$ cat config.mk
export PLATFORM = sky130hd
export DESIGN_NAME = rc_serial_frame_parser
export DESIGN_NICKNAME = d
export VERILOG_FILES = /design/src/hw/rtl/rcsfp_pkg.sv /design/src/hw/rtl/rc_serial_frame_parser.sv /design/src/hw/rtl/rcsfp_ram.sv /design/src/hw/rtl/rcsfp_front.sv /design/src/hw/rtl/rcsfp_jobq.sv /design/src/hw/rtl/rcsfp_back.sv
export SDC_FILE = /design/constraint.sdc
export NUM_CORES = 1
export LEC_CHECK = 0
export ABC_AREA = 1
export BUFFER_PORTS_ARGS = -buffer_cell sky130_fd_sc_hd__buf_2
export CAP_MARGIN = 10
export CORE_UTILIZATION = 57
export CTS_CLUSTER_SIZE = 40
export DETAILED_ROUTE_END_ITERATION = 10
export GPL_TIMING_DRIVEN = 0
export PLACE_DENSITY = 0.76
export SLEW_MARGIN = 10
export SYNTH_ARGS = -nofsm -noshare
export SYNTH_HDL_FRONTEND = slang
export SYNTH_HIERARCHICAL = 1
export SYNTH_SLANG_ARGS = --single-unit
$ cat constraint.sdc
create_clock -name clk -period 3.1 [get_ports clk]
set_input_delay 0.31 -clock clk [delete_from_list [all_inputs] [get_ports clk]]
set_output_delay 0.31 -clock clk [all_outputs]
set_load 0.05 [all_outputs]
$ cat src/hw/rtl/rcsfp_pkg.sv
// Shared types and constants for the RC serial frame parser.
// Depends on nothing; imported by every module of the block but rcsfp_ram.
`timescale 1ns / 1ps
package rcsfp_pkg;

	// Channels reported per channel frame.
	localparam int NUM_CHANNELS = 14;

	// Payload buffer: two banks of 16 words, each word holds two payload bytes.
	localparam int WORD_AW   = 4;
	localparam int PL_DEPTH  = 2 * (1 << WORD_AW);
	localparam int PL_AW     = $clog2(PL_DEPTH);
	localparam int PL_WIDTH  = 16;

	// Result event codes.
	localparam logic [2:0] EV_CHANNEL   = 3'd0;
	localparam logic [2:0] EV_DISCOVERY = 3'd1;
	localparam logic [2:0] EV_TYPE      = 3'd2;
	localparam logic [2:0] EV_MEASURE   = 3'd3;
	localparam logic [2:0] EV_CSUM_ERR  = 3'd4;

	typedef enum logic [1:0] {
		FK_CHANNEL = 2'd0,
		FK_DISCOVERY = 2'd1,
		FK_TYPE = 2'd2,
		FK_MEASURE = 2'd3
	} frame_kind_t;

	// One finished frame, handed from the parser to the result generator.
	typedef struct packed {
		logic        err;
		frame_kind_t kind;
		logic [3:0]  sid;
		logic        bank;
	} job_t;

	// One result item.
	typedef struct packed {
		logic [2:0]  event_kind;
		logic [3:0]  channel_index;
		logic [15:0] value;
		logic [3:0]  sensor_id;
		logic [7:0]  sensor_type;
		logic        last;
	} res_t;

endpackage

$ cat src/hw/rtl/rc_serial_frame_parser.sv
// Top level of the RC serial frame parser: parser front, job queue,
// payload RAM and result generator. Uses rcsfp_pkg and all rcsfp_* modules.
`timescale 1ns / 1ps
//
//  channel  | handshake    | payload
//  ---------+--------------+------------------------------------------------
//  bytes in | push / full  | rx_byte
//  results  | empty / pop  | event_kind, channel_index, value, sensor_id,
//           |              | sensor_type, last
//
//  A byte is taken every cycle while full is low; full rises only when two
//  finished frames are waiting on the result generator (one per payload bank).
//  A sensor or error frame yields a single result; a good channel frame yields
//  NUM_CHANNELS results at one per cycle while results are popped, paced by
//  the single read port of the payload RAM.
//  Reset (arst_n low) clears the parser position, the job queue and the result
//  valid flag; the payload RAM is not cleared, every word read is written first.
//  A stalled result (pop low) holds the generator; the parser keeps taking
//  bytes until the job queue fills.
module rc_serial_frame_parser import rcsfp_pkg::*; (
	input  logic        clk,
	input  logic        arst_n,
	input  logic        push,
	output logic        full,
	input  logic [7:0]  rx_byte,
	output logic        empty,
	input  logic        pop,
	output logic [2:0]  event_kind,
	output logic [3:0]  channel_index,
	output logic [15:0] value,
	output logic [3:0]  sensor_id,
	output logic [7:0]  sensor_type,
	output logic        last
);

	logic                byte_valid;
	logic                ram_we;
	logic [PL_AW-1:0]    ram_waddr;
	logic [PL_WIDTH-1:0] ram_wdata;
	logic                ram_re;
	logic [PL_AW-1:0]    ram_raddr;
	logic [PL_WIDTH-1:0] ram_rdata;
	logic                job_push;
	job_t                job_in;
	logic                job_pop;
	logic                job_valid;
	job_t                job_head;
	res_t                res;
	logic                res_valid;

	// Accept a byte only while the job queue has room.
	assign byte_valid = push && !full;

	rcsfp_front u_front (
		.clk        (clk),
		.arst_n     (arst_n),
		.byte_valid (byte_valid),
		.byte_data  (rx_byte),
		.ram_we     (ram_we),
		.ram_waddr  (ram_waddr),
		.ram_wdata  (ram_wdata),
		.job_push   (job_push),
		.job_data   (job_in)
	);

	// Two banks: the parser fills one while the generator drains the other.
	rcsfp_ram #(
		.WIDTH (PL_WIDTH),
		.DEPTH (PL_DEPTH)
	) u_ram (
		.clk   (clk),
		.we    (ram_we),
		.waddr (ram_waddr),
		.wdata (ram_wdata),
		.re    (ram_re),
		.raddr (ram_raddr),
		.rdata (ram_rdata)
	);

	rcsfp_jobq u_jobq (
		.clk       (clk),
		.arst_n    (arst_n),
		.push      (job_push),
		.push_data (job_in),
		.full      (full),
		.pop       (job_pop),
		.valid     (job_valid),
		.head      (job_head)
	);

	rcsfp_back u_back (
		.clk       (clk),
		.arst_n    (arst_n),
		.job_valid (job_valid),
		.job       (job_head),
		.job_pop   (job_pop),
		.ram_re    (ram_re),
		.ram_raddr (ram_raddr),
		.ram_rdata (ram_rdata),
		.res       (res),
		.res_valid (res_valid),
		.res_take  (pop)
	);

	// Present the waiting result.
	assign empty         = !res_valid;
	assign event_kind    = res.event_kind;
	assign channel_index = res.channel_index;
	assign value         = res.value;
	assign sensor_id     = res.sensor_id;
	assign sensor_type   = res.sensor_type;
	assign last          = res.last;

endmodule

$ cat src/hw/rtl/rcsfp_ram.sv
// Generic simple dual-port RAM: one write port, one read port, registered read.
// No dependencies.
`timescale 1ns / 1ps
module rcsfp_ram #(
	parameter int WIDTH = 16,
	parameter int DEPTH = 32
) (
	input  logic                     clk,
	input  logic                     we,
	input  logic [$clog2(DEPTH)-1:0] waddr,
	input  logic [WIDTH-1:0]         wdata,
	input  logic                     re,
	input  logic [$clog2(DEPTH)-1:0] raddr,
	output logic [WIDTH-1:0]         rdata
);

	logic [WIDTH-1:0] mem_q [DEPTH];

	always_ff @(posedge clk) begin
		if (we) begin
			mem_q[waddr] <= wdata;
		end
		if (re) begin
			rdata <= mem_q[raddr];
		end
	end

endmodule

$ cat src/hw/rtl/rcsfp_front.sv
// Byte parser: tracks frame position, checks command and checksum,
// writes payload words into the payload RAM. Uses rcsfp_pkg.
`timescale 1ns / 1ps
module rcsfp_front import rcsfp_pkg::*; (
	input  logic               clk,
	input  logic               arst_n,
	input  logic               byte_valid,
	input  logic [7:0]         byte_data,
	output logic               ram_we,
	output logic [PL_AW-1:0]   ram_waddr,
	output logic [PL_WIDTH-1:0] ram_wdata,
	output logic               job_push,
	output job_t               job_data
);

	localparam logic [7:0] CMD_CHANNEL = 8'h40;
	localparam logic [7:0] LEN_CHANNEL = 8'h20;
	localparam logic [7:0] LEN_DISC    = 8'd4;
	localparam logic [7:0] LEN_SENSOR  = 8'd6;
	localparam logic [3:0] HI_DISC     = 4'h8;
	localparam logic [3:0] HI_TYPE     = 4'h9;
	localparam logic [3:0] HI_MEAS     = 4'hA;

	logic [5:0]  pos_q;
	logic [7:0]  len_q;
	frame_kind_t kind_q;
	logic [3:0]  sid_q;
	logic [15:0] acc_q;
	logic [7:0]  sum_lo_q;
	logic [7:0]  lo_byte_q;
	logic        bank_q;

	logic [7:0]  pos8;
	logic [5:0]  pidx;
	logic        cmd_ok;
	frame_kind_t cmd_kind;
	logic        in_payload;
	logic        at_sum_lo;
	logic [15:0] acc_next;

	assign pos8       = {2'b00, pos_q};
	assign pidx       = pos_q - 6'd2;
	assign in_payload = (pos8 + 8'd2) < len_q;
	assign at_sum_lo  = (pos8 + 8'd2) == len_q;
	assign acc_next   = acc_q + {8'h00, byte_data};

	// Command classification: command byte and length must agree.
	always_comb begin
		cmd_ok   = 1'b1;
		cmd_kind = FK_CHANNEL;
		if (byte_data == CMD_CHANNEL && len_q == LEN_CHANNEL) begin
			cmd_kind = FK_CHANNEL;
		end else if (byte_data[7:4] == HI_DISC && len_q == LEN_DISC) begin
			cmd_kind = FK_DISCOVERY;
		end else if (byte_data[7:4] == HI_TYPE && len_q == LEN_SENSOR) begin
			cmd_kind = FK_TYPE;
		end else if (byte_data[7:4] == HI_MEAS && len_q == LEN_SENSOR) begin
			cmd_kind = FK_MEASURE;
		end else begin
			cmd_ok = 1'b0;
		end
	end

	// Write a payload word on every odd payload byte.
	assign ram_we    = byte_valid && pos_q > 6'd1 && in_payload && pidx[0];
	assign ram_waddr = {bank_q, pidx[WORD_AW:1]};
	assign ram_wdata = {byte_data, lo_byte_q};

	assign job_push      = byte_valid && pos_q > 6'd1 && !in_payload && !at_sum_lo;
	assign job_data.err  = ({byte_data, sum_lo_q} != ~acc_q) || ((pos8 + 8'd1) != len_q);
	assign job_data.kind = kind_q;
	assign job_data.sid  = sid_q;
	assign job_data.bank = bank_q;

	always_ff @(posedge clk or negedge arst_n) begin
		if (!arst_n) begin
			pos_q  <= '0;
			len_q  <= '0;
			kind_q <= FK_CHANNEL;
			sid_q  <= '0;
			acc_q  <= '0;
			sum_lo_q <= '0;
			bank_q <= 1'b0;
		end else if (byte_valid) begin
			if (pos_q == 6'd0) begin
				len_q <= byte_data;
				acc_q <= {8'h00, byte_data};
				pos_q <= 6'd1;
			end else if (pos_q == 6'd1) begin
				if (cmd_ok) begin
					kind_q <= cmd_kind;
					sid_q  <= byte_data[3:0];
					acc_q  <= acc_next;
					pos_q  <= 6'd2;
				end else begin
					// resync: treat as a fresh length byte
					len_q <= byte_data;
					acc_q <= {8'h00, byte_data};
				end
			end else if (in_payload) begin
				acc_q <= acc_next;
				pos_q <= pos_q + 6'd1;
			end else if (at_sum_lo) begin
				sum_lo_q <= byte_data;
				pos_q    <= pos_q + 6'd1;
			end else begin
				pos_q  <= '0;
				bank_q <= ~bank_q;
			end
		end
	end

	// Hold the even payload byte until its partner arrives.
	always_ff @(posedge clk) begin
		if (byte_valid && pos_q > 6'd1 && in_payload && !pidx[0]) begin
			lo_byte_q <= byte_data;
		end
	end

endmodule

$ cat src/hw/rtl/rcsfp_jobq.sv
// Two-entry queue of finished-frame jobs between parser and result generator.
// Uses rcsfp_pkg.
`timescale 1ns / 1ps
module rcsfp_jobq import rcsfp_pkg::*; (
	input  logic clk,
	input  logic arst_n,
	input  logic push,
	input  job_t push_data,
	output logic full,
	input  logic pop,
	output logic valid,
	output job_t head
);

	job_t       ent_q [2];
	logic       wr_q;
	logic       rd_q;
	logic [1:0] cnt_q;

	assign full  = cnt_q == 2'd2;
	assign valid = cnt_q != 2'd0;
	assign head  = ent_q[rd_q];

	always_ff @(posedge clk or negedge arst_n) begin
		if (!arst_n) begin
			wr_q  <= 1'b0;
			rd_q  <= 1'b0;
			cnt_q <= '0;
		end else begin
			if (push) begin
				wr_q <= ~wr_q;
			end
			if (pop) begin
				rd_q <= ~rd_q;
			end
			if (push && !pop) begin
				cnt_q <= cnt_q + 2'd1;
			end else if (pop && !push) begin
				cnt_q <= cnt_q - 2'd1;
			end
		end
	end

	always_ff @(posedge clk) begin
		if (push) begin
			ent_q[wr_q] <= push_data;
		end
	end

endmodule

$ cat src/hw/rtl/rcsfp_back.sv
// Result generator: turns a job into one or NUM_CHANNELS result items,
// reading payload words from RAM when the job needs them. Uses rcsfp_pkg.
`timescale 1ns / 1ps
module rcsfp_back import rcsfp_pkg::*; (
	input  logic                clk,
	input  logic                arst_n,
	input  logic                job_valid,
	input  job_t                job,
	output logic                job_pop,
	output logic                ram_re,
	output logic [PL_AW-1:0]    ram_raddr,
	input  logic [PL_WIDTH-1:0] ram_rdata,
	output res_t                res,
	output logic                res_valid,
	input  logic                res_take
);

	typedef enum logic {
		B_IDLE,
		B_READ
	} bstate_t;

	localparam logic [3:0] LAST_CH = 4'(NUM_CHANNELS - 1);

	bstate_t    state_q;
	logic [3:0] idx_q;
	logic       out_valid_q;
	res_t       out_q;

	logic slot_free;
	logic needs_data;
	logic last_res;
	res_t nxt;

	assign slot_free  = !out_valid_q || res_take;
	assign needs_data = !job.err && job.kind != FK_DISCOVERY;
	assign last_res   = job.kind != FK_CHANNEL || idx_q == LAST_CH;

	// Build the result for the current job and channel index.
	always_comb begin
		nxt = '0;
		nxt.last = 1'b1;
		if (job.err) begin
			nxt.event_kind = EV_CSUM_ERR;
		end else begin
			unique case (job.kind)
				FK_CHANNEL: begin
					nxt.event_kind    = EV_CHANNEL;
					nxt.channel_index = idx_q;
					nxt.value         = ram_rdata;
					nxt.last          = idx_q == LAST_CH;
				end
				FK_DISCOVERY: begin
					nxt.event_kind = EV_DISCOVERY;
					nxt.sensor_id  = job.sid;
				end
				FK_TYPE: begin
					nxt.event_kind  = EV_TYPE;
					nxt.sensor_id   = job.sid;
					nxt.sensor_type = ram_rdata[7:0];
				end
				default: begin
					nxt.event_kind = EV_MEASURE;
					nxt.sensor_id  = job.sid;
					nxt.value      = ram_rdata;
				end
			endcase
		end
	end

	always_comb begin
		job_pop   = 1'b0;
		ram_re    = 1'b0;
		ram_raddr = {job.bank, idx_q};
		unique case (state_q)
			B_IDLE: begin
				if (job_valid && needs_data) begin
					ram_re = 1'b1;
				end else if (job_valid && slot_free) begin
					job_pop = 1'b1;
				end
			end
			B_READ: begin
				if (slot_free) begin
					if (last_res) begin
						job_pop = 1'b1;
					end else begin
						ram_re    = 1'b1;
						ram_raddr = {job.bank, idx_q + 4'd1};
					end
				end
			end
			default: ;
		endcase
	end

	always_ff @(posedge clk or negedge arst_n) begin
		if (!arst_n) begin
			state_q     <= B_IDLE;
			idx_q       <= '0;
			out_valid_q <= 1'b0;
		end else begin
			unique case (state_q)
				B_IDLE: begin
					if (job_valid && needs_data) begin
						state_q <= B_READ;
						// drop a result that leaves while the first word is read
						if (res_take) begin
							out_valid_q <= 1'b0;
						end
					end else if (job_valid && slot_free) begin
						out_valid_q <= 1'b1;
					end else if (res_take) begin
						out_valid_q <= 1'b0;
					end
				end
				B_READ: begin
					if (slot_free) begin
						out_valid_q <= 1'b1;
						if (last_res) begin
							state_q <= B_IDLE;
							idx_q   <= '0;
						end else begin
							idx_q <= idx_q + 4'd1;
						end
					end
				end
				default: state_q <= B_IDLE;
			endcase
		end
	end

	// Result register: load whenever a result is produced.
	always_ff @(posedge clk) begin
		if ((state_q == B_IDLE && job_valid && !needs_data && slot_free) ||
		    (state_q == B_READ && slot_free)) begin
			out_q <= nxt;
		end
	end

	assign res       = out_q;
	assign res_valid = out_valid_q;

endmodule

Yosys cells after proc, flatten, opt, wreduce, memory -nomap -nowiden --
Memories as Yosys holds them, arrays and structs flattened. A register that Yosys moved wholly into a read port is not among the register bits. Index checks and enable logic that the tools add are counted.
Cells by class: $add $sub $neg 8, multiply operators 0, divide/modulo/power cells 0, $lt $le $gt $ge 2, equality and inequality tests 19, shift-type cells 0, multiplexer cells 47, bitwise logic cells 11, reductions and logical operators 51
Operator list (number):
- 16-bit two-way mux | 4
- 6-bit two-way mux | 5
- 8-bit two-way mux | 3
- 1-bit logical AND | 20
- 1-bit two-way mux | 20
- 16-bit by 8-bit adder with 16-bit output | 1
- 4-bit equality test (second input constant) | 4
- 8-bit by 3-bit equality test with 1-bit output (second input constant) | 2
- 4-bit two-way mux | 4
- 16-bit != test | 1
- 16-bit NOT | 1
- 2-bit two-way mux | 6
- 1-bit NOT | 10
- 5-bit AND reduction | 2
- 1-bit zero test | 9
- 8-bit by 6-bit equality test with 1-bit output (second input constant) | 1
- 8-bit by 7-bit equality test with 1-bit output (second input constant) | 1
- 8-bit equality test | 1
- 8-bit < comparator | 1
- 8-bit != test | 1
- 1-bit one-hot mux with 2 select lines | 4
- 2-bit nonzero test | 4
- 6-bit by 1-bit adder with 7-bit output (second input constant) | 1
- 6-bit by 2-bit adder with 7-bit output (second input constant) | 1
- other kinds (22) | 31
Storage, ports and cells: register bits 99, bits in latches 0, memory bits (writable) 528, bits in read-only memories 0, bits of input ports 12, output and inout port bits 38, logic and storage cells 160, memories kept 2
Memory list:
- u_ram.mem_q | depth 32, bits a word 16, read ports 1, clocked after Yosys merged registers in 1, write ports 1, line rcsfp_ram.sv:17 | logic [WIDTH-1:0] mem_q [DEPTH];
- u_jobq.ent_q | depth 2, bits a word 8, read ports 1, clocked after Yosys merged registers in 0, write ports 1, line rcsfp_jobq.sv:15 | job_t ent_q [2];

Logic depth before layout (Yosys ltp) --
Gate-level depths: netlist of the first run.
depth after elaboration 10, depth in mapped cells 21, depth with buffers taken out 21

Modules after synthesis --
The synthesis of the first run kept the hierarchy.
Modules (own cells, without submodules):
- rcsfp_ram | instances 1, cells an instance 1794, area an instance 21461.8 µm², seq. area each 15855.2 µm²
- rcsfp_front | instances 1, cells an instance 530, area an instance 3861.2 µm², seq. area each 1366.3 µm²
- rcsfp_back | instances 1, cells an instance 158, area an instance 1747.9 µm², seq. area each 1231.2 µm²
- rcsfp_jobq | instances 1, cells an instance 50, area an instance 818.3 µm², seq. area each 580.6 µm²
- rc_serial_frame_parser | instances 1, cells an instance 3, area an instance 13.8 µm², seq. area each 0.0 µm²

Least setup slack after synthesis of the first run --
Ideal clock, no wire load.
path type reg2reg, from reg u_front.pos_q[1], to mem u_ram.mem_q[27][0], enable pin, library setup time 0.388 ns, arrival time 2.696 ns, data required time 2.712 ns, path slack 0.016 ns, stages on the path, launching flop included 13, path buffers 0, period minus slack after synthesis 3.084 ns, path through dfrtp_1 -> ha_1 -> nand2_1 -> nor2_1 -> xor2_1 -> ha_1 -> nand2_1 -> a21oi_1 -> nor2_1 -> nand4_1 -> nor2_1 -> nand3_1 -> nor2_1
On the way: cells in the longest elaborated chain, start to end 6, elaborated cells between the ends (all ways) 9, classes of those cells add/sub: 2; order compare: 2; mux: 2; reduce/logical: 3
RTL lines:
- start, declared | line rcsfp_front.sv:24 | logic [5:0] pos_q;
- start signal, assigned | line rcsfp_front.sv:102 | pos_q <= pos_q + 6'd1;
- start signal, assigned | line rcsfp_front.sv:105 | pos_q <= pos_q + 6'd1;
- 6-bit by 2-bit adder with 7-bit output / 6-bit by 1-bit greater-than comparator with 1-bit output (equally long branches) | line rcsfp_front.sv:43, rcsfp_front.sv:65
- 8-bit < comparator / 1-bit logical AND (equally long branches) | line rcsfp_front.sv:43, rcsfp_front.sv:65
- 1-bit logical AND (*) (2 in series) | line rcsfp_front.sv:65 | assign ram_we = byte_valid && pos_q > 6'd1 && in_payload && pidx[0];
- named net ram_we | line rc_serial_frame_parser.sv:37 | logic ram_we;
- 1-bit two-way mux (*) | line rcsfp_ram.sv:20 | if (we) begin
- 1-bit two-way mux (implied by the code) (*) | line rcsfp_ram.sv:21 | mem_q[waddr] <= wdata;
- end, declared | line rcsfp_ram.sv:17
The timed path passes the listed nets; every way through them passes the cells marked *.

==> results.yml, run 1 <==
outcome:
  status: "complete, but fails checks"
  violations: "negative setup slack"
timing:
  setup_viol: 7
  fin_hold_ws_ns: 0.0415
  slew_headroom_pct: 36.5
  hold_viol: 0
  worst_clock_skew_ns: 0.0340
  fmax_mhz: 317
  period_share_pct: 102
  drv_slew: 0
  rsz0062_at_grt: "yes"
  timing.final.ws_setup_ns: -0.0567
  fin_crit_ns: 3.16
  worstMarginPinSlew_ns: 0.952
clock_tree:
  numClockSinks: 643
  cts_tree: "done"
  clk_latency_ns: 0.65
  cts_buffer_depth: 3
  clk_pin_slew_ns: 0.07
  ctsRootBufferMaster: "clkbuf_16"
  ctsHtreeMaxLevel: 2
  numCtsBuffers: 61
setup_path:
  worst_path_max_delay_cell: "dfrtp_1"
  worst_path_largest_cell_delay_ns: 0.38
  cp_max_fo: 10
  crit_path_end_kind: "register"
  startpoint_type: "register"
  path_class: "register to register"
  worstPathArrival_ns: 3.66
  required_ns: 3.61
  crit_start: "u_jobq/rd_q$_DFFE_PN0P_"
  cp_top_family: "simple AND/OR/NAND/NOR gates"
  regToRegEndpoint: "u_ram/rdata[0]$_DFFE_PP_"
  r2r_slack_ns: -0.06
  worst_path_most_repeated_cell: "nand2_1"
  r2r-start: "u_jobq/rd_q$_DFFE_PN0P_"
  path_buf_inv: 5
  path_cells: "buf_6 -> mux2_4 -> nor2_4 -> nand2_4 -> inv_4 -> ha_4 -> o21ai_2 -> buf_6 -> buf_8 -> buf_6 -> nand2_1 -> nand3_1 -> nand3_1 -> nand2_4 -> nand2_1 -> nand2_1 -> nand2_1 -> nand2_2"
  rr_worst_depth: 18
place:
  dp_slack_ns: -0.757
  gp_congestion: 1.03
  portBuffers: 49
  place_inst: 3237
  hpwl_mm: 50.9
final_layout:
  layout-drive-gt1-share_pct: 20.5
  diodes: 0
  utilization_pct: 69.4
  nets: 2783
  layout-area-overhead-vs-synth_pct: 19.5
  final_cells: 3408
  most-common-layout-cells: "nand2_1, edfxtp_1, nand3_1"
  final_common_cell: "nand2_1"
grt:
  grt_overflow_total: 0
  grt_pass1_vias: 19422
  grt_pass1_wl_mm: 116
  grt_max_degree: 56
  antenna_found_initial: 3
  grtUsageTotal_pct: 31.6
die:
  pin_count: 50
  start_util_pct: 58.1
  fp.dieH_um: 223
  die_x_um: 223
  dieArea_um2: 49800
  rows: 80
  core-area_um2: 48000
synthesis:
  seq_area_frac_synth_pct: 68.2
  synth_nets: 2572
  synth_area_um2: 27900
  synth_cells: 2535
  netlist.area_leader.share_pct: 63.3
  ys_top_cells_by_area: "edfxtp_1, nand2_1, nand3_1"
  synth_top_area_cell: "edfxtp_1"
  ys_warn_count: 6
  syn_area_per_cell_um2: 11.0
  synth_seq_cells: 643
  ys_types: 41
power_and_ir_drop:
  ir_worst_vdd_uv: 502
  power_mw: 33.2
  leakagePower_nw: 13.1
  power_density_nw_per_um2: 995
drt:
  drc: 0
  first_pass_iters: 6
  detail-route-antenna-nets: 0
  drt_iter0_markers: 2870
  wl_per_cell_um: 24.8
  vias_per_cell: 6.19
  vias: 21090
  routed_wirelength_mm: 84.7
run:
  max_cap_violations: 0
worst_hold_path:
  min_from: "pop"
  hold_path_end: "u_back/res_valid$_DFFE_PN0P_"
  worst_hold_path.num_cells: 4
  hp-class: "primary input to register"
==> worst min-delay path, delay by kind of cell <==
family	cells	cell delay, ns
AND/OR/NAND/NOR	2	0.21
buffers and inverters	2	0.11
==> routing by layer <==
| metal | track usage, % | routed length [µm] |
|---|---|---|
| met1 | 41.6 | 29300 |
| met2 | 51.2 | 39700 |
| met3 | 6.35 | 10700 |
| met4 | 14.3 | 4950 |
| met5 | 0 | 49 |
==> stage by stage <==
stage	setup TNS, ns	cell area, µm²
floorplan	0	27900
global placement	-573.09	28900
detailed placement	-262.81	29600
CTS	-0.00332	32300
global route	-1.34	33300
finish	-0.116	33300
==> cell usage after synthesis (all sizes together) <==
library cell and instances:
dfrtp 55, ha 24, o21ai 45, xor2 11, nand2 907, clkbuf 20
a21oi 15, nor3 3, edfxtp 588, buf 113, inv 118, fa 1
a21boi 1, nor2 142, mux2 8, nand4 13, a221oi 1, a21o 2
o22ai 8, xnor2 5, or2 1, a22oi 1, nand3 449, nand3b 4
==> report_power, final <==
group / leakage, nW / internal (mW) / total (mW) / switching [mW]
combinational: 6.02 / 4.46 / 14.5 / 10.0
sequential: 6.07 / 10.7 / 11.2 / 0.549
clock: 0.980 / 4.21 / 7.51 / 3.30
total: 13.1 / 19.3 / 33.2 / 13.9
==> worst max-delay path by stage <==
stage | end | slack, ns | cells after the start
2_1_floorplan | u_ram/mem_q[27][0]$_DFFE_PP_ | 0.02 | 12
4_1_cts | u_ram/mem_q[24][13]$_DFFE_PP_ | -0.003 | 14
3_3_place_gp | u_ram/mem_q[18][4]$_DFFE_PP_ | -1.37 | 12
5_1_grt | u_ram/rdata[0]$_DFFE_PP_ | -0.16 | 18
3_5_place_dp | u_ram/mem_q[22][4]$_DFFE_PP_ | -0.76 | 13
6_report | u_ram/rdata[0]$_DFFE_PP_ | -0.06 | 18
==> sequential cells by signal (all words and copies together), names as in the netlist, 2 cells and up <==
name / cells
u_back/idx_q: 4
u_back/res: 36
u_front/acc_q: 16
u_front/kind_q: 2
u_front/len_q: 8
u_front/lo_byte_q: 8
u_front/pos_q: 6
u_front/sid_q: 4
u_front/sum_lo_q: 8
u_jobq/cnt_q: 2
u_jobq/ent_q: 16
u_ram/mem_q: 512
u_ram/rdata: 16
==> final cells by class <==
class | count | area [µm²]
multi-input cells | 1641 | 8380
plain buffers | 133 | 1080
inverters | 118 | 462
clock buffers | 72 | 1610
flip-flops and latches | 643 | 19000
fillers | 3153 | 14700
clock inverters | 38 | 377
repair buffers | 148 | 1640
well taps | 615 | 769
==> timing repair <==
action                                  in CTS  in global routing
endpoints found under the hold margin       60                  0
gates resized for setup                     82                169
hold buffers                                 6                  0
buffers inserted                            28                 20
endpoints found under the setup margin     536                539
gates cloned                                 0                  4
pin swaps                                   26                 34
==> kinds of logic after synthesis <==
group           count (synthesis)  synth area share, %
xor+xnor                       16                0.502
fa+ha+maj                      25                 1.15
compound gates                 73                 1.52
simple gates                 1519                 23.1
flops                         643                 68.2
buf+inv                       251                 5.05
mux                             8                0.430
No activity file was read; power rests on OpenSTA's default activity.
==> run 2: changes to the inputs <==
- CORE_MARGIN: not set -> 1.5
==> run 2 against run 1 <==
Effect of this change: the run still ends with negative setup slack left; wire length fell by 3.5%; power is 0.45% higher; cell area increased by 0.95%; register-to-register slack improved by 0.02 ns.
==> results.yml, run 2 (synthesis gave the netlist of run 1 again) <==
outcome:
  status: "complete, but fails checks"
  violations: "negative setup slack"
setup_path:
  cp_max_fo: 10
  required_ns: 3.47
  startpoint_type: "register"
  worstPathArrival_ns: 3.51
  path_class: "register to register"
  crit_path_end_kind: "register"
final_layout:
  most-common-layout-cells: "nand2_1, edfxtp_1, nand3_1"
  diodes: 0
  layout-area-overhead-vs-synth_pct: 20.6
  largest_register_ffs: 512
  top_register: "u_ram/mem_q"
  layout-drive-gt1-share_pct: 23.3
  final_cells: 3432
  nets: 2805
  final_common_cell: "nand2_1"
  num-fill-cells: 3056
timing:
  hold_viol: 0
  setup_tns_ns: -0.0782
  drv_slew: 0
  rsz0062_at_grt: "yes"
  timing.final.ws_setup_ns: -0.0346
  fin_hold_ws_ns: 0.0468
  period_share_pct: 101
  fin_crit_ns: 3.13
  worst_clock_skew_ns: 0.0339
  worstMarginPinSlew_ns: 0.971
  setup_viol: 6
  fmax_mhz: 319
  slew_headroom_pct: 35.2
drt:
  drc: 0
  detail-route-antenna-nets: 0
  routed_wirelength_mm: 81.7
  drt_iter0_markers: 3091
  wl_per_cell_um: 23.8
  vias: 21089
  first_pass_iters: 6
  vias_per_cell: 6.14
power_and_ir_drop:
  seqPwrFrac_pct: 33.6
  swShare_pct: 41.0
  power_mw: 33.3
  ir_worst_vdd_uv: 607
  internal-power_mw: 19.7
  p_switching_mw: 13.6
  power_density_nw_per_um2: 990
  leakagePower_nw: 13.2
  p_comb_share_pct: 43.5
  clkPwrFrac_pct: 22.8
clock_tree:
  ctsRootBufferMaster: "clkbuf_16"
  clk_pin_slew_ns: 0.06
  clk_latency_ns: 0.64
  cts_buffer_depth: 3
  cts_tree: "done"
  ctsHtreeMaxLevel: 2
  numCtsBuffers: 61
  numClockSinks: 643
grt:
  grt_overflow_total: 0
  antenna_found_initial: 0
  grt_pass1_wl_mm: 116
  grt_max_degree: 56
  grtUsageTotal_pct: 31.3
  grt_pass1_vias: 19784
die:
  rows: 80
  fp.dieH_um: 224
  pin_count: 50
  core-area_um2: 48000
  start_util_pct: 58.1
  dieArea_um2: 50300
  die_x_um: 224
place:
  hpwl_mm: 50.8
  gp_congestion: 1.03
  place_inst: 3237
  portBuffers: 49
worst_hold_path:
  hp-class: "primary input to register"
run:
  max_cap_violations: 0
==> run 2: cell type report <==
class                   count  area [µm²]  share of cell area (%)
plain buffers             132        1140                    3.39
clock buffers              73        1590                    4.73
clock inverters            39         435                    1.29
inverters                 118         462                    1.37
multi-input cells        1641        8550                    25.4
flip-flops and latches    643       19000                    56.5
well taps                 615         769                    2.29
repair buffers            171        1680                    5.00
==> run 2: worst max-delay path: stages (launching register included) <==
cell and delay (ns):
dfrtp_1 0.40, buf_6 0.15, mux2_4 0.32, nor2_4 0.15, nand2_4 0.09, inv_4 0.07, ha_4 0.19, o21ai_4 0.16
buf_8 0.18, clkinv_8 0.11, clkbuf_16 0.18, buf_8 0.16, nand2_1 0.07, nand3_1 0.12, nand3_2 0.14, nand2_1 0.11
nand2_1 0.07, nand2_1 0.05, nand2_1 0.07, nand2_2 0.09
==> run 2: path summary, 6_finish.rpt <==
kind / startpoint / to / slack (ns) / depth (start not counted)
min in group asynchronous: arst_n / u_back/idx_q[2]$_DFFE_PN0P_ / 0.28 / 2
max reg2reg: u_jobq/rd_q$_DFFE_PN0P_ / u_ram/rdata[0]$_DFFE_PP_ / -0.03 / 19
max in group asynchronous: arst_n / u_front/pos_q[1]$_DFFE_PN0P_ / 2.22 / 2
max: u_jobq/rd_q$_DFFE_PN0P_ / u_ram/rdata[0]$_DFFE_PP_ / -0.03 / 19
min reg2reg: u_jobq/cnt_q[1]$_DFFE_PN0P_ / u_jobq/cnt_q[1]$_DFFE_PN0P_ / 0.48 / 2
min: pop / u_back/res_valid$_DFFE_PN0P_ / 0.05 / 4
==> run 2: timing repair <==
item	CTS	global route
resized for setup	98	224
cloned	1	4
hold buffers	5	0
hold endpoints to repair	59	0
buffers inserted	44	28
pin swaps	26	55
endpoints found under the setup margin	536	541
==> run 2: power groups by stage <==
| stage | logic, mW | clock network [mW] | registers, mW |
|---|---|---|---|
| CTS | 12.7 | 7.61 | 11.2 |
| global route | 15.4 | 7.95 | 11.3 |
| floorplan | 7.59 | 0 | 12.0 |
| global placement | 11.4 | 0 | 11.5 |
| finish | 14.5 | 7.61 | 11.2 |
| detailed placement | 12.1 | 0 | 11.4 |
==> run 2: per-stage QoR <==
step / worst slack, ns / util [%] / area (µm²)
2_1_floorplan: 0.0159 / - / 27900
3_3_place_gp: -1.29 / 60.2 / 28900
3_5_place_dp: -0.761 / 61.6 / 29600
4_1_cts: -0.132 / 67.6 / 32500
5_1_grt: -0.111 / 70.1 / 33700
6_report: -0.0346 / 70.1 / 33700
==> run 2: metal layers <==
layer  global-route usage (%)  vias up  wire [µm]
met2                     50.5     1647      38600
met4                     15.3        0       4130
met5                        0        -          0
met3                     5.73      287      10100
li1                         -     9112          -
met1                     41.3    10043      28900
